--- src/rtl/core/dsi_hblank_lane_alignment_defines.svh ---
// Assertion helpers for the horizontal blanking lane alignment block.
`ifndef DSI_HBLANK_LANE_ALIGNMENT_DEFINES_SVH
`define DSI_HBLANK_LANE_ALIGNMENT_DEFINES_SVH

`ifndef SYNTHESIS
// Clocked check, disabled while reset is asserted.
`define DSI_HBLA_ASSERT(lbl, prop, msg) \
  lbl: assert property (@(posedge clk_i) disable iff (!rst_ni) prop) else $error(msg);
// Clocked check that also holds during reset.
`define DSI_HBLA_ASSERT_ALWAYS(lbl, prop, msg) \
  lbl: assert property (@(posedge clk_i) prop) else $error(msg);
`else
`define DSI_HBLA_ASSERT(lbl, prop, msg)
`define DSI_HBLA_ASSERT_ALWAYS(lbl, prop, msg)
`endif

`endif

--- src/rtl/core/dsi_hbla_pkg.sv ---
package dsi_hbla_pkg;

  localparam int unsigned BPP_W      = 6;
  localparam int unsigned LANE_W     = 3;
  localparam int unsigned CFG_IDX_W  = 2;
  localparam int unsigned CFG_DATA_W = 6;

  // Register indexes on the configuration port.
  localparam logic [CFG_IDX_W-1:0] CFG_BPP   = 2'd0;
  localparam logic [CFG_IDX_W-1:0] CFG_LANES = 2'd1;

  localparam logic [BPP_W-1:0]  BPP_RESET   = 6'd24;
  localparam logic [LANE_W-1:0] LANES_RESET = 3'd4;

  // Control from the top level into the sequencer.
  typedef struct packed {
    logic start;  // item transfer, latch operands
    logic take;   // result moved into the output register
  } hbla_ctl_t;

  // Status from the sequencer.
  typedef struct packed {
    logic busy;   // an item is in progress or waiting to leave
    logic done;   // result valid on the result ports
  } hbla_stat_t;

endpackage

--- src/rtl/core/dsi_hblank_lane_alignment.sv ---
// Horizontal blanking lane alignment for a DSI host.
// Input channel (in_valid_i/in_ready_o) carries one horizontal timing: active
// width, front porch, sync width and back porch. Output channel
// (out_valid_o/out_ready_i) returns the three blanking widths, raised where
// needed so that width times bits per pixel fills whole lane bytes, plus a
// flag that tells whether the alignment tests called for an adjustment.
// Configuration port (cfg_valid_i/cfg_ready_o, always ready) writes bits per
// pixel at index 0 and lane count at index 1; write only while idle.
// Operation: one shared modular adder walks each operand bit by bit, TB+2
// bits per residue (TB = TIMING_BITS). Bits per pixel plus three tests make
// four residues; an adjusted item adds three more residues plus a search over
// up to 8*lanes candidate amounts per component, and the result then moves
// into the output register.
// One item is in work at a time; a new item is taken once the previous result
// has moved to the output register, even while that result waits there.
// Reset: bits per pixel 24, lane count 4, both channels empty.
// Receiver stall: the result holds in the output register, and a finished
// item holds in the sequencer until the register frees up.
`include "dsi_hblank_lane_alignment_defines.svh"

module dsi_hblank_lane_alignment #(
  parameter int unsigned MAX_LANES   = 4,
  parameter int unsigned TIMING_BITS = 13
) (
  input  logic                                clk_i,
  input  logic                                rst_ni,
  // configuration write channel
  input  logic                                cfg_valid_i,
  output logic                                cfg_ready_o,
  input  logic [dsi_hbla_pkg::CFG_IDX_W-1:0]  cfg_index_i,
  input  logic [dsi_hbla_pkg::CFG_DATA_W-1:0] cfg_data_i,
  // input channel
  input  logic                                in_valid_i,
  output logic                                in_ready_o,
  input  logic [TIMING_BITS-1:0]              active_width_i,
  input  logic [TIMING_BITS-1:0]              front_porch_i,
  input  logic [TIMING_BITS-1:0]              sync_width_i,
  input  logic [TIMING_BITS-1:0]              back_porch_i,
  // output channel
  output logic                                out_valid_o,
  input  logic                                out_ready_i,
  output logic [TIMING_BITS:0]                adjusted_front_porch_o,
  output logic [TIMING_BITS:0]                adjusted_sync_width_o,
  output logic [TIMING_BITS:0]                adjusted_back_porch_o,
  output logic                                was_adjusted_o
);
  import dsi_hbla_pkg::*;

  // Lane count field and divisor (eight bits per lane) widths.
  localparam int unsigned LW = $clog2(MAX_LANES + 1);
  localparam int unsigned DW = LW + 3;

  logic [BPP_W-1:0]  bpp_q;
  logic [LANE_W-1:0] lanes_q;
  logic [LW-1:0]     lanes_eff;
  logic [DW-1:0]     div;

  hbla_ctl_t  ctl;
  hbla_stat_t stat;

  logic [TIMING_BITS:0] seq_hfp, seq_hsa, seq_hbp;
  logic                 seq_fix;

  logic                 out_valid_q;
  logic [TIMING_BITS:0] out_hfp_q, out_hsa_q, out_hbp_q;
  logic                 out_fix_q;

  // Configuration registers; every transfer completes at once.
  assign cfg_ready_o = 1'b1;

  always_ff @(posedge clk_i or negedge rst_ni) begin
    if (!rst_ni) begin
      bpp_q   <= BPP_RESET;
      lanes_q <= LANES_RESET;
    end else if (cfg_valid_i) begin
      case (cfg_index_i)
        CFG_BPP:   bpp_q   <= cfg_data_i[BPP_W-1:0];
        CFG_LANES: lanes_q <= cfg_data_i[LANE_W-1:0];
        default:   ;  // drop writes to unused indexes
      endcase
    end
  end

  // Zero lanes counts as one, anything above the maximum saturates.
  always_comb begin
    if (lanes_q == '0) begin
      lanes_eff = LW'(1);
    end else if (32'(lanes_q) > MAX_LANES) begin
      lanes_eff = LW'(MAX_LANES);
    end else begin
      lanes_eff = LW'(lanes_q);
    end
    div = {lanes_eff, 3'b000};
  end

  // Accept while the sequencer is idle; advance a finished result whenever
  // the output register is empty or being drained this cycle.
  assign in_ready_o = !stat.busy;
  assign ctl.start  = in_valid_i && in_ready_o;
  assign ctl.take   = stat.done && (!out_valid_q || out_ready_i);

  dsi_hbla_seq #(
    .TIMING_BITS(TIMING_BITS),
    .DW         (DW)
  ) u_seq (
    .clk_i    (clk_i),
    .rst_ni   (rst_ni),
    .ctl_i    (ctl),
    .stat_o   (stat),
    .bpp_i    (bpp_q),
    .div_i    (div),
    .act_i    (active_width_i),
    .hfp_i    (front_porch_i),
    .hsa_i    (sync_width_i),
    .hbp_i    (back_porch_i),
    .adj_hfp_o(seq_hfp),
    .adj_hsa_o(seq_hsa),
    .adj_hbp_o(seq_hbp),
    .fix_o    (seq_fix)
  );

  // Output register: hold the result until the receiver takes the transfer.
  always_ff @(posedge clk_i or negedge rst_ni) begin
    if (!rst_ni) begin
      out_valid_q <= 1'b0;
    end else if (ctl.take) begin
      out_valid_q <= 1'b1;
    end else if (out_ready_i) begin
      out_valid_q <= 1'b0;
    end
  end

  always_ff @(posedge clk_i) begin
    if (ctl.take) begin
      out_hfp_q <= seq_hfp;
      out_hsa_q <= seq_hsa;
      out_hbp_q <= seq_hbp;
      out_fix_q <= seq_fix;
    end
  end

  assign out_valid_o            = out_valid_q;
  assign adjusted_front_porch_o = out_hfp_q;
  assign adjusted_sync_width_o  = out_hsa_q;
  assign adjusted_back_porch_o  = out_hbp_q;
  assign was_adjusted_o         = out_fix_q;

  // An accepted item keeps the input side closed on the next cycle.
  `DSI_HBLA_ASSERT(a_busy_after_accept, in_valid_i && in_ready_o |=> !in_ready_o, "input not closed after transfer")
  // A finished result stays finished while the output register is stalled.
  `DSI_HBLA_ASSERT(a_done_holds, stat.done && out_valid_o && !out_ready_i |=> stat.done, "finished result lost under stall")
  // A bits-per-pixel write lands in its register.
  `DSI_HBLA_ASSERT(a_cfg_bpp, cfg_valid_i && cfg_ready_o && (cfg_index_i == CFG_BPP) |=> bpp_q == $past(cfg_data_i), "bits per pixel write missed")
  // The sequencer never reports done without being busy, reset included.
  `DSI_HBLA_ASSERT_ALWAYS(a_done_busy, stat.done |-> stat.busy, "done without busy")

endmodule

--- src/rtl/core/dsi_hbla_modadd.sv ---
module dsi_hbla_modadd #(
  parameter int unsigned DW = 6
) (
  input  logic [DW-1:0] a_i,
  input  logic [DW-1:0] b_i,
  input  logic [DW-1:0] c_i,
  input  logic [DW-1:0] div_i,
  output logic [DW-1:0] y_o
);

  // Operands are all below the divisor, so the sum stays below three times it.
  logic [DW+1:0] sum;
  logic [DW+1:0] div1;
  logic [DW+1:0] div2;

  always_comb begin
    sum  = (DW+2)'(a_i) + (DW+2)'(b_i) + (DW+2)'(c_i);
    div1 = (DW+2)'(div_i);
    div2 = div1 << 1;
    if (sum >= div2) begin
      y_o = DW'(sum - div2);
    end else if (sum >= div1) begin
      y_o = DW'(sum - div1);
    end else begin
      y_o = DW'(sum);
    end
  end

endmodule

--- src/rtl/core/dsi_hbla_seq.sv ---
module dsi_hbla_seq #(
  parameter int unsigned TIMING_BITS = 13,
  parameter int unsigned DW          = 6
) (
  input  logic                             clk_i,
  input  logic                             rst_ni,
  input  dsi_hbla_pkg::hbla_ctl_t          ctl_i,
  output dsi_hbla_pkg::hbla_stat_t         stat_o,
  input  logic [dsi_hbla_pkg::BPP_W-1:0]   bpp_i,
  input  logic [DW-1:0]                    div_i,
  input  logic [TIMING_BITS-1:0]           act_i,
  input  logic [TIMING_BITS-1:0]           hfp_i,
  input  logic [TIMING_BITS-1:0]           hsa_i,
  input  logic [TIMING_BITS-1:0]           hbp_i,
  output logic [TIMING_BITS:0]             adj_hfp_o,
  output logic [TIMING_BITS:0]             adj_hsa_o,
  output logic [TIMING_BITS:0]             adj_hbp_o,
  output logic                             fix_o
);
  import dsi_hbla_pkg::*;

  localparam int unsigned TW = TIMING_BITS + 2;  // total width needs two extra bits
  localparam int unsigned OW = TIMING_BITS + 1;
  localparam int unsigned CW = $clog2(TW);

  // Operand order; the sequencer advances only to the next code, or finishes.
  localparam logic [2:0] OP_BPP = 3'd0;
  localparam logic [2:0] OP_TOT = 3'd1;
  localparam logic [2:0] OP_HSA = 3'd2;
  localparam logic [2:0] OP_HBP = 3'd3;
  localparam logic [2:0] OP_FFP = 3'd4;
  localparam logic [2:0] OP_FSA = 3'd5;
  localparam logic [2:0] OP_FBP = 3'd6;

  localparam logic [1:0] S_IDLE = 2'd0;
  localparam logic [1:0] S_RES  = 2'd1;
  localparam logic [1:0] S_SRCH = 2'd2;
  localparam logic [1:0] S_DONE = 2'd3;

  logic [1:0]             state_q, state_d;
  logic [2:0]             op_q, op_d;
  logic [TW-1:0]          x_q, x_d;
  logic [CW-1:0]          cnt_q, cnt_d;
  logic [DW-1:0]          r_q, r_d;
  logic [DW-1:0]          bppm_q, bppm_d;
  logic [DW-1:0]          i_q, i_d;
  logic                   fail_q, fail_d;
  logic                   fix_q, fix_d;
  logic [TW-1:0]          tot_q, tot_d;
  logic [TIMING_BITS-1:0] hfp_q, hfp_d;
  logic [TIMING_BITS-1:0] hsa_q, hsa_d;
  logic [TIMING_BITS-1:0] hbp_q, hbp_d;
  logic [OW-1:0]          adj_q [3];
  logic [OW-1:0]          adj_d [3];

  logic [2:0]             op_nxt;
  logic [TW-1:0]          x_nxt;
  logic [TIMING_BITS-1:0] base;
  logic [1:0]             sel;
  logic [DW-1:0]          ua, ub, uc, uy;
  logic [DW-1:0]          kval;

  // Shared modular adder: residue doubling steps and search steps.
  dsi_hbla_modadd #(.DW(DW)) u_modadd (
    .a_i  (ua),
    .b_i  (ub),
    .c_i  (uc),
    .div_i(div_i),
    .y_o  (uy)
  );

  always_comb begin
    kval = (op_q == OP_BPP) ? DW'(1) : bppm_q;
    ua   = r_q;
    ub   = (state_q == S_SRCH) ? bppm_q : r_q;
    uc   = (state_q == S_RES && x_q[TW-1]) ? kval : '0;
  end

  always_comb begin
    op_nxt = op_q + 3'd1;
    case (op_nxt)
      OP_TOT:  x_nxt = tot_q;
      OP_HSA:  x_nxt = TW'(hsa_q);
      OP_HBP:  x_nxt = TW'(hbp_q);
      OP_FFP:  x_nxt = TW'(hfp_q);
      OP_FSA:  x_nxt = TW'(hsa_q);
      OP_FBP:  x_nxt = TW'(hbp_q);
      default: x_nxt = '0;
    endcase
    sel = 2'(op_q - OP_FFP);
    case (op_q)
      OP_FFP:  base = hfp_q;
      OP_FSA:  base = hsa_q;
      default: base = hbp_q;
    endcase
  end

  always_comb begin
    state_d = state_q;
    op_d    = op_q;
    x_d     = x_q;
    cnt_d   = cnt_q;
    r_d     = r_q;
    bppm_d  = bppm_q;
    i_d     = i_q;
    fail_d  = fail_q;
    fix_d   = fix_q;
    tot_d   = tot_q;
    hfp_d   = hfp_q;
    hsa_d   = hsa_q;
    hbp_d   = hbp_q;
    adj_d   = adj_q;
    case (state_q)
      S_IDLE: begin
        if (ctl_i.start) begin
          hfp_d    = hfp_i;
          hsa_d    = hsa_i;
          hbp_d    = hbp_i;
          tot_d    = TW'(act_i) + TW'(hfp_i) + TW'(hsa_i) + TW'(hbp_i);
          adj_d[0] = OW'(hfp_i);
          adj_d[1] = OW'(hsa_i);
          adj_d[2] = OW'(hbp_i);
          x_d      = TW'(bpp_i);
          cnt_d    = '0;
          r_d      = '0;
          op_d     = OP_BPP;
          fail_d   = 1'b0;
          fix_d    = 1'b0;
          state_d  = S_RES;
        end
      end
      S_RES: begin
        r_d   = uy;
        x_d   = x_q << 1;
        cnt_d = cnt_q + CW'(1);
        if (cnt_q == CW'(TW - 1)) begin
          cnt_d = '0;
          case (op_q)
            OP_BPP: begin
              bppm_d = uy;
              op_d   = op_nxt;
              x_d    = x_nxt;
              r_d    = '0;
            end
            OP_TOT, OP_HSA: begin
              fail_d = fail_q | (uy != '0);
              op_d   = op_nxt;
              x_d    = x_nxt;
              r_d    = '0;
            end
            OP_HBP: begin
              if (fail_q || uy != '0) begin
                fix_d = 1'b1;
                op_d  = op_nxt;
                x_d   = x_nxt;
                r_d   = '0;
              end else begin
                state_d = S_DONE;
              end
            end
            default: begin
              i_d     = '0;
              state_d = S_SRCH;
            end
          endcase
        end
      end
      S_SRCH: begin
        if (r_q == '0 || i_q == div_i - DW'(1)) begin
          if (r_q == '0) begin
            adj_d[sel] = OW'(base) + OW'(i_q);
          end
          if (op_q == OP_FBP) begin
            state_d = S_DONE;
          end else begin
            op_d    = op_nxt;
            x_d     = x_nxt;
            r_d     = '0;
            cnt_d   = '0;
            state_d = S_RES;
          end
        end else begin
          r_d = uy;
          i_d = i_q + DW'(1);
        end
      end
      S_DONE: begin
        if (ctl_i.take) begin
          state_d = S_IDLE;
        end
      end
      default: begin
        state_d = S_IDLE;
      end
    endcase
  end

  always_ff @(posedge clk_i or negedge rst_ni) begin
    if (!rst_ni) begin
      state_q <= S_IDLE;
      op_q    <= OP_BPP;
      cnt_q   <= '0;
      fail_q  <= 1'b0;
      fix_q   <= 1'b0;
    end else begin
      state_q <= state_d;
      op_q    <= op_d;
      cnt_q   <= cnt_d;
      fail_q  <= fail_d;
      fix_q   <= fix_d;
    end
  end

  always_ff @(posedge clk_i) begin
    x_q    <= x_d;
    r_q    <= r_d;
    bppm_q <= bppm_d;
    i_q    <= i_d;
    tot_q  <= tot_d;
    hfp_q  <= hfp_d;
    hsa_q  <= hsa_d;
    hbp_q  <= hbp_d;
    adj_q  <= adj_d;
  end

  assign stat_o.busy = (state_q != S_IDLE);
  assign stat_o.done = (state_q == S_DONE);
  assign adj_hfp_o   = adj_q[0];
  assign adj_hsa_o   = adj_q[1];
  assign adj_hbp_o   = adj_q[2];
  assign fix_o       = fix_q;

endmodule
--- config.mk ---
export PLATFORM = sky130hd
export DESIGN_NAME = dsi_hblank_lane_alignment
export DESIGN_NICKNAME = d
export VERILOG_FILES = /design/src/rtl/core/dsi_hbla_pkg.sv /design/src/rtl/core/dsi_hblank_lane_alignment.sv /design/src/rtl/core/dsi_hbla_modadd.sv /design/src/rtl/core/dsi_hbla_seq.sv
export VERILOG_INCLUDE_DIRS = /design/src /design/src/rtl/core
export SDC_FILE = /design/constraint.sdc
export NUM_CORES = 1
export LEC_CHECK = 0
export BUFFER_PORTS_ARGS = -buffer_cell sky130_fd_sc_hd__buf_2
export CELL_PAD_IN_SITES_DETAIL_PLACEMENT = 1
export CELL_PAD_IN_SITES_GLOBAL_PLACEMENT = 1
export CORE_ASPECT_RATIO = 0.6
export CORE_UTILIZATION = 35
export DETAILED_ROUTE_END_ITERATION = 8
export PLACE_DENSITY = 0.62
export SKIP_CTS_REPAIR_TIMING = 1
export SYNTH_ARGS = -nofsm -noshare
export SYNTH_HDL_FRONTEND = slang
export SYNTH_SLANG_ARGS = --single-unit
--- constraint.sdc ---
create_clock -name clk_i -period 8.25 [get_ports clk_i]
set_input_delay 0.825 -clock clk_i [delete_from_list [all_inputs] [get_ports clk_i]]
set_output_delay 0.825 -clock clk_i [all_outputs]
set_load 0.05 [all_outputs]
==> run_results.csv, run 1 <==
group,metric,value,unit
outcome,outcome,"finished clean",
timing,rsz0062_at_grt,"no",
floorplanning,dieArea,0.0308,mm2
yosys,ys_types,75,
yosys,avgSynthCellArea,12.1,um2
yosys,async_flop_share,0.109,
yosys,syn_nets,1022,
global_route,grt_use_total,0.217,
setup_path,cp.arrival,6770,ps
yosys,synth_area,0.0105,mm2
setup_path,worst-r2r-setup-slack,1680,ps
timing,maxSlewViolCount,0,
yosys,synthFlopType,"edfxtp_1",
setup_path,startpoint_type,"flip-flop",
placed_design,dp_hpwl,24500,um
power_and_ir_drop,pwr-share-comb,0.360,
placed_design,place_congestion,0.861,
power_and_ir_drop,intPower,2.01,mW
yosys,synth_common_cells,"edfxtp_1, inv_1, nand2_1",
power_and_ir_drop,pwr-share-seq,0.370,
cells_and_area,nNetsFinal,1131,
cells_and_area,fillers,3153,
detailed_routing,met2WireLength,12300,um
timing,slew-limit-headroom,0.191,
flow_run,maxCapViolCount,0,
detailed_routing,highest_layer,"met4",
power_and_ir_drop,max-vdd-ir-drop,139,uV
cts,htreeDepth,4,
global_route,grt_pass1_wl,47800,um
detailed_routing,routed_wl,32000,um
setup_path,path_cells,"inv_1 -> ha_1 -> inv_1 -> nor2_1 -> nor2_1 -> and2_1 -> fa_1 -> ha_1 -> a211oi_1 -> nor2_1 -> xor2_1 -> inv_1 -> ha_1 -> nand3_1 -> nor2_1 -> a221o_1 -> or2_4 -> o31ai_4 -> nand2_2 -> o41a_1 -> a221o_1",
yosys,ys_warn_count,0,
power_and_ir_drop,swShare,0.350,
power_and_ir_drop,pwr-share-clk,0.270,
yosys,yosysTopAreaCell,"edfxtp_1",
yosys,ys_seq_elements,193,
detailed_routing,vias,7449,
placed_design,port-buffer-count,109,
detailed_routing,drt_first_pass_iters,7,
floorplanning,start_util,0.361,
setup_path,end_kind,"flip-flop",
cells_and_area,n_antenna_cell,0,
yosys,yosysMostFrequentCell,"edfxtp_1",
global_route,antenna_found_initial,1,
floorplanning,rows,48,
cts,cts_tree,"built",
setup_path,endpoint,"u_seq.x_q[2]$_DFFE_PP_",
setup_path,crit_cells,21,
detailed_routing,met3RoutedLength,2370,um
timing,tns,0,ps
global_route,grt_overflow,0,
cells_and_area,stdcell_count,1395,
setup_path,critPathMaxFanout,15,
cells_and_area,drive_above_1_share,0.186,
setup_path,r2r_end,"u_seq.x_q[2]$_DFFE_PP_",
power_and_ir_drop,powerDensity,256,mW/mm2
timing,finalSetupViolations,0,
min_path,hold_path.class,"in -> async",
cts,numCtsBuffers,17,
detailed_routing,drc,0,
global_route,grt_pass1_vias,7385,
detailed_routing,ant_nets,0,
floorplanning,coreArea,0.0291,mm2
cells_and_area,area_growth,14.9,%
setup_path,critPathKind,"reg -> reg",
timing,tightest_slew,1210,ps
setup_path,rr_startpoint,"u_seq.op_q[1]$_DFFE_PN0P_",
detailed_routing,vias_per_cell,5.34,
timing,period_share,0.796,
yosys,ys_seq_area_frac,0.541,
timing,period_needed,6570,ps
cts,cts.path.max_buffers,2,
setup_path,slowest_stage,"o41a_1",
placed_design,dp_cells,1363,
cts,clock-root-buffer,"clkbuf_16",
power_and_ir_drop,leakagePower,4.86,nW
setup_path,cpLargestDelayFamily,"compound AO/OA/AOI/OAI gates",
detailed_routing,m1WireLength,17000,um
timing,clock_skew,10.4,ps
setup_path,critPathRequiredTime,8460,ps
timing,final_hold_viol_count,0,
cts,clock-sinks,193,
yosys,synth-edff-count,172,
setup_path,path_buf_inv,3,
detailed_routing,initialDrtViolationCount,743,
setup_path,r2r_cells,21,
floorplanning,die_w,226,um
detailed_routing,wl_per_cell,22.9,um
floorplanning,pin_count,111,
setup_path,slowest_delay,670,ps
cts,clkTransAtPathRegs,70,ps
global_route,grt_max_degree,56,
yosys,synth.area.top_cells,"edfxtp_1, ha_1, fa_1",
cts,clock_latency,460,ps
floorplanning,die_h,136,um
yosys,syn_inst,873,
power_and_ir_drop,p_sw,1.08,mW
yosys,yosysTopAreaCellShare,0.491,
timing,fmax,0.152,GHz
setup_path,cp-startpoint,"u_seq.op_q[1]$_DFFE_PN0P_",
setup_path,worst_path_most_repeated_cell,"nor2_1",
worst min-delay path by stage:
stage	startpoint	to	slack (ps)	cells past startpoint
final	rst_ni	bpp_q[5]$_DFFE_PN0P_	330	1
after global routing	rst_ni	bpp_q[5]$_DFFE_PN0P_	360	1
after CTS	rst_ni	u_seq.cnt_q[0]$_DFFE_PN0P_	330	1
after detailed placement	u_seq.adj_hsa_o[3]$_DFFE_PP_	adjusted_sync_width_o[3]$_DFFE_PP_	410	0
after global placement	u_seq.adj_hbp_o[11]$_DFFE_PP_	adjusted_back_porch_o[11]$_DFFE_PP_	400	0
after floorplan	u_seq.adj_hbp_o[0]$_DFFE_PP_	adjusted_back_porch_o[0]$_DFFE_PP_	400	0
routing by layer:
| metal | up-vias | track usage |
|---|---|---|
| li1 | 3418 | - |
| met1 | 3758 | 0.356 |
| met2 | 248 | 0.277 |
| met3 | 25 | 0.0499 |
| met4 | 0 | 0.0488 |
| met5 | - | 0 |
power groups by stage:
stage | Clock [mW] | Combinational (mW) | Sequential [mW]
final | 0.836 | 1.11 | 1.14
after global routing | 0.882 | 1.24 | 1.15
after CTS | 0.850 | 1.12 | 1.14
after detailed placement | 0 | 1.10 | 1.17
after global placement | 0 | 1.08 | 1.17
after floorplan | 0 | 0.848 | 1.16
worst reg2reg max path, delay by kind of cell, from the launching register on:
kind	cells	cell delay, ps
flops	1	460
compound gates	5	2170
xor+xnor	1	280
fa+ha+maj	4	1650
buf+inv	3	580
simple gates	8	1180
per-stage QoR:
| stage | hold WS, ps | total power, mW | util | area [um2] | worst slack (ps) |
|---|---|---|---|---|---|
| after floorplan | 400 | 2.01 | - | 10500 | 2430 |
| after global placement | 402 | 2.24 | 0.395 | 11500 | 2000 |
| after detailed placement | 406 | 2.27 | 0.395 | 11500 | 1740 |
| after CTS | 329 | 3.11 | 0.415 | 12100 | 1700 |
| after global routing | 357 | 3.27 | 0.415 | 12100 | 1310 |
| final | 331 | 3.09 | 0.415 | 12100 | 1680 |
placed cells by master (no fill, tap or decap), drive strengths merged, types with 19 or more instances in the layout:
master / n
clkbuf: 19
o21ai: 30
edfxtp: 172
xor2: 22
xnor2: 25
a21oi: 31
inv: 101
fa: 25
o22ai: 29
nor2: 52
buf: 118
ha: 59
nand2: 76
cells by family (layout without fill, tap and decap cells):
family	count (synthesis)	in the layout	synth area share
AOI/OAI and AO/OA	188	188	0.132
muxes	29	29	0.0295
adders and majority gates	84	84	0.118
DFF	193	193	0.541
buffers and inverters	122	244	0.0454
xor gates and xnor gates	47	47	0.0391
and+or+nand+nor	209	209	0.0944
other	1	1	0.000356
flip-flops by register name (all words and copies together), names as in the netlist, 13 cells and up:
signal	cells
adjusted_sync_width_o	14
u_seq.hsa_q	13
u_seq.adj_hbp_o	14
u_seq.adj_hsa_o	14
u_seq.hbp_q	13
u_seq.x_q	15
adjusted_front_porch_o	14
u_seq.adj_hfp_o	14
u_seq.hfp_q	13
adjusted_back_porch_o	14
u_seq.tot_q	15
cell type report:
cell class / instances / area [um2] / share of cell area
clock inverters: 13 / 143 / 0.0118
clock buffers: 19 / 433 / 0.0358
inverters: 94 / 353 / 0.0292
well taps: 400 / 500 / 0.0414
flip-flops and latches: 193 / 5690 / 0.471
multi-input cells: 558 / 4360 / 0.360
repair buffers: 118 / 613 / 0.0507
Note: power is estimated with default switching activity, not from simulation.
==> inputs of run 2 (changes only) <==
- clock period: 8.25 -> 6.2 ns (I/O delays scaled with it)
==> run 2 against run 1 <==
  * Routed wire length fell by 0.88%
  * Register-to-register slack worse by 1300 ps
  * Die area unchanged
  * Maximum frequency increased by 12%
  * Power grew 34%
  * Largest cell class unchanged
==> run_results.csv, run 2 (same netlist as run 1, synthesis figures left out) <==
group,metric,value,unit
power_and_ir_drop,max-vdd-ir-drop,398,uV
min_path,hold_path.class,"in -> async",
placed_design,dpl_cell_area,0.0116,mm2
global_route,grt_overflow,0,
floorplanning,dieArea,0.0308,mm2
floorplanning,pin_count,111,
placed_design,pre_cts_slack,204,ps
detailed_routing,routed_wl,31700,um
setup_path,startpoint_type,"flip-flop",
timing,fmax,0.171,GHz
setup_path,end_kind,"flip-flop",
cells_and_area,final_common_cell,"edfxtp_1",
floorplanning,die_h,136,um
setup_path,critPathRequiredTime,6420,ps
cells_and_area,fillers,3161,
cells_and_area,stdcell_count,1405,
cells_and_area,nNetsFinal,1139,
cells_and_area,drive_above_1_share,0.198,
detailed_routing,initialDrtViolationCount,784,
cts,clkTransAtPathRegs,80,ps
floorplanning,die_w,226,um
detailed_routing,wl_per_cell,22.6,um
power_and_ir_drop,powerDensity,338,mW/mm2
timing,period_share,0.944,
power_and_ir_drop,intPower,2.65,mW
setup_path,critPathMaxFanout,15,
timing,maxSlewViolCount,0,
cts,htreeDepth,4,
detailed_routing,drt_first_pass_iters,7,
outcome,outcome,"finished clean",
flow_run,maxCapViolCount,0,
cells_and_area,reg_top3,"u_seq.tot_q (15), u_seq.x_q (15)",
timing,slew-limit-headroom,0.115,
cells_and_area,layout_common_cells,"edfxtp_1, buf_2, inv_1",
timing,period_needed,5850,ps
global_route,grt_pass1_wl,47000,um
cts,cts_tree,"built",
power_and_ir_drop,pwr-share-seq,0.369,
cts,numCtsBuffers,17,
floorplanning,coreArea,0.0291,mm2
cts,clock-sinks,193,
cts,clock_latency,470,ps
cts,cts.path.max_buffers,2,
detailed_routing,vias,7511,
power_and_ir_drop,pwr-share-comb,0.356,
global_route,antenna_found_initial,2,
global_route,grt_max_degree,56,
cells_and_area,area_growth,16.1,%
setup_path,cp.arrival,6070,ps
power_and_ir_drop,pwr-share-clk,0.275,
floorplanning,start_util,0.361,
timing,setup_slack,346,ps
global_route,grt_use_total,0.213,
detailed_routing,ant_nets,0,
timing,tightest_slew,1290,ps
timing,final_hold_viol_count,0,
placed_design,dp_cells,1370,
power_and_ir_drop,swShare,0.358,
cts,clock-root-buffer,"clkbuf_16",
placed_design,dp_hpwl,24600,um
timing,rsz0062_at_grt,"no",
global_route,grt_pass1_vias,7263,
power_and_ir_drop,leakagePower,4.92,nW
floorplanning,rows,48,
detailed_routing,drc,0,
timing,clock_skew,14.5,ps
placed_design,port-buffer-count,109,
detailed_routing,vias_per_cell,5.35,
power_and_ir_drop,p_sw,1.48,mW
placed_design,place_congestion,0.834,
timing,tns,0,ps
timing,finalSetupViolations,0,
cells_and_area,final_area,0.0122,mm2
setup_path,critPathKind,"reg -> reg",
-- run 2: metrics by stage --
stage / hold slack [ps] / utilization / total power [mW]
5_1_grt: 144 / 0.419 / 4.37
3_3_place_gp: 403 / 0.397 / 2.98
3_5_place_dp: 406 / 0.397 / 3.01
2_1_floorplan: 324 / - / 2.67
4_1_cts: 121 / 0.418 / 4.16
6_report: 126 / 0.420 / 4.13
-- run 2: area by class of cell --
class / instances / area [um2] / share of cell area
Timing Repair Buffer: 126 / 686 / 0.0561
Inverter: 94 / 353 / 0.0289
Clock inverter: 15 / 189 / 0.0155
Sequential cell: 193 / 5690 / 0.466
Multi-Input combinational cell: 558 / 4370 / 0.357
Clock buffer: 17 / 425 / 0.0348
Antenna cell: 2 / 5.00 / 0.000410
Tap cell: 400 / 500 / 0.0410
-- run 2: power by group through the flow --
stage	combinational [mW]	clock [mW]	sequential [mW]
detailed placement	1.46	0	1.55
finish	1.47	1.14	1.52
global route	1.64	1.20	1.53
global placement	1.43	0	1.55
CTS	1.47	1.16	1.53
floorplan	1.13	0	1.54
-- run 2: layer usage --
layer	share of wire	wire length (um)	vias up	global-route usage
li1	-	-	3429	-
met1	0.54	17200	3807	0.350
met2	0.37	11800	257	0.263
met3	0.075	2390	18	0.0575
met4	0.0094	299	0	0.0499
met5	0	0	-	0
-- run 2: path summary, 6_finish.rpt --
kind	startpoint	to	slack, ps	depth (start not counted)
max in group asynchronous	rst_ni	lanes_q[2]$_DFFE_PN1P_	5700	1
min in group clk_i	back_porch_i[8]	u_seq.hbp_q[8]$_DFFE_PP_	340	1
worst max-delay path	u_seq.state_q[0]$_DFFE_PN0P_	u_seq.x_q[4]$_DFFE_PP_	350	18
worst min register to register	u_seq.adj_hsa_o[8]$_DFFE_PP_	adjusted_sync_width_o[8]$_DFFE_PP_	410	0
worst max register to register	u_seq.state_q[0]$_DFFE_PN0P_	u_seq.x_q[4]$_DFFE_PP_	350	18
worst min-delay path	rst_ni	u_seq.cnt_q[3]$_DFFE_PN0P_	130	1
-- run 2: critical path: stages (launching register included) --
cell	delay, ps
dfrtp_1	440
inv_1	150
ha_1	430
mux2_2	400
fa_1	510
ha_1	320
a211oi_2	100
or4b_1	530
nand3_2	170
inv_1	60
ha_1	290
nand3_1	90
nor2_1	40
a221o_1	370
or2_4	270
o31ai_4	300
nand2_2	120
o41a_2	630
a221o_1	360
==> inputs of run 3 (changes only) <==
- clock period: 6.2 -> 5.7 ns (I/O delays scaled with it)
==> run 3 against run 2 <==
  * Final area is 1.5% higher
  * Clock-buffer cell count stayed put
  * Die area stayed put
  * Routed wire length is 1.3% higher
  * Combinational power is 22% higher
  * First-iteration DRC count is 14% lower
  * Via count is 1.8% higher
  * Largest cell class unchanged
==> run_results.csv, run 3 (same netlist as run 1, synthesis figures left out) <==
group,metric,value,unit
outcome,outcome,"finished clean",
detailed_routing,drt_first_pass_iters,7,
global_route,grt_pass1_vias,7446,
cts,clkTransAtPathRegs,80,ps
floorplanning,die_h,136,um
detailed_routing,m1WireLength,16800,um
cells_and_area,fillers,3114,
floorplanning,dieArea,0.0308,mm2
cts,cts.path.max_buffers,2,
timing,setup_slack,270,ps
timing,final_hold_viol_count,0,
detailed_routing,vias_per_cell,5.40,
detailed_routing,met3RoutedLength,2580,um
floorplanning,start_util,0.361,
placed_design,pre_cts_slack,-9.93,ps
floorplanning,die_w,226,um
detailed_routing,initialDrtViolationCount,677,
cells_and_area,area_growth,17.9,%
cts,cts_tree,"built",
setup_path,cpLargestDelayFamily,"compound AO/OA/AOI/OAI gates",
flow_run,maxCapViolCount,0,
cts,numCtsBuffers,17,
setup_path,startpoint_type,"flip-flop",
timing,fin_hold_ws,95.8,ps
detailed_routing,vias,7644,
floorplanning,coreArea,0.0291,mm2
timing,slew-limit-headroom,0.153,
floorplanning,pin_count,111,
power_and_ir_drop,leakagePower,4.99,nW
cts,clock-root-buffer,"clkbuf_16",
timing,period_share,0.953,
setup_path,path_buf_inv,3,
timing,maxSlewViolCount,0,
placed_design,port-buffer-count,109,
min_path,hold_path.class,"in -> async",
global_route,grt_pass1_wl,47500,um
cts,clock_latency,460,ps
timing,clock_skew,13.2,ps
timing,finalSetupViolations,0,
global_route,grt_use_total,0.215,
cells_and_area,reg_top3,"u_seq.tot_q (15), u_seq.x_q (15)",
cells_and_area,final_area,0.0124,mm2
detailed_routing,drc,0,
cells_and_area,layout_common_cells,"edfxtp_1, buf_2, inv_1",
cts,clock-sinks,193,
detailed_routing,highest_layer,"met5",
detailed_routing,wl_per_cell,22.7,um
global_route,grt_max_degree,56,
setup_path,slowest_stage,"fa_1",
detailed_routing,met2WireLength,12500,um
detailed_routing,ant_nets,0,
timing,fmax,0.184,GHz
cells_and_area,final_common_cell,"edfxtp_1",
timing,period_needed,5430,ps
setup_path,critPathRequiredTime,5910,ps
setup_path,end_kind,"flip-flop",
global_route,grt_overflow,0,
timing,tightest_slew,1240,ps
cells_and_area,n_antenna_cell,0,
setup_path,critPathMaxFanout,7,
setup_path,cp.arrival,5640,ps
placed_design,place_congestion,0.810,
cells_and_area,stdcell_count,1416,
setup_path,path_cells,"inv_1 -> ha_4 -> mux2_2 -> fa_1 -> ha_1 -> a211oi_2 -> nor2_1 -> xor2_1 -> inv_1 -> ha_1 -> nand3_1 -> nor2_1 -> a221o_1 -> or2_4 -> o31ai_4 -> nand2_2 -> o41a_4 -> buf_4 -> a22o_1",
cells_and_area,nNetsFinal,1152,
timing,tns,0,ps
placed_design,dp_hpwl,24600,um
global_route,antenna_found_initial,2,
detailed_routing,routed_wl,32100,um
placed_design,dpl_cell_area,0.0117,mm2
power_and_ir_drop,max-vdd-ir-drop,354,uV
floorplanning,rows,48,
setup_path,worst-r2r-setup-slack,270,ps
placed_design,dp_cells,1381,
cts,htreeDepth,4,
power_and_ir_drop,powerDensity,381,mW/mm2
cells_and_area,drive_above_1_share,0.216,
setup_path,slowest_delay,490,ps
setup_path,critPathKind,"reg -> reg",
-- run 3: cell types whose count changed in the layout (fill, tap and decap cells not counted), sizes merged --
cell and change:
diode -2, buf +12, o41a +1, clkinvlp -1
bufinv +1, inv +2, clkinv -2
-- run 3: power by group --
part           total, mW  internal, mW  switching, mW
Clock               1.26         0.638          0.627
Sequential          1.66          1.63         0.0245
Combinational       1.80         0.801           1.00
Total               4.73          3.07           1.66
-- run 3: area by class of cell --
class,count,area [um2],area share
repair buffers,138,776,0.0625
multi-input cells,559,4450,0.359
clock buffers,17,425,0.0343
well taps,400,500,0.0404
flip-flops and latches,193,5690,0.459
clock inverters,15,204,0.0164
inverters,94,353,0.0284
-- run 3: stage by stage --
step | power, mW | util
after floorplan | 2.91 | -
after global placement | 3.35 | 0.400
after detailed placement | 3.39 | 0.400
after CTS | 4.65 | 0.422
after global routing | 5.00 | 0.426
final | 4.73 | 0.426
-- run 3: per-layer routing --
layer / vias to the layer above / track usage
met3: 21 / 0.0519
met4: 2 / 0.0427
li1: 3463 / -
met5: - / 0
met2: 268 / 0.272
met1: 3890 / 0.354
-- run 3: path summary, 6_finish.rpt --
kind,cells past startpoint,to,from
max reg2reg,19,u_seq.x_q[12]$_SDFFCE_PP0P_,u_seq.state_q[0]$_DFFE_PN0P_
min in group clk_i,1,u_seq.hbp_q[5]$_DFFE_PP_,back_porch_i[5]
max,19,u_seq.x_q[12]$_SDFFCE_PP0P_,u_seq.state_q[0]$_DFFE_PN0P_
max in group asynchronous,1,lanes_q[2]$_DFFE_PN1P_,rst_ni
min reg2reg,0,adjusted_sync_width_o[8]$_DFFE_PP_,u_seq.adj_hsa_o[8]$_DFFE_PP_
min,1,u_seq.op_q[0]$_DFFE_PN0P_,rst_ni
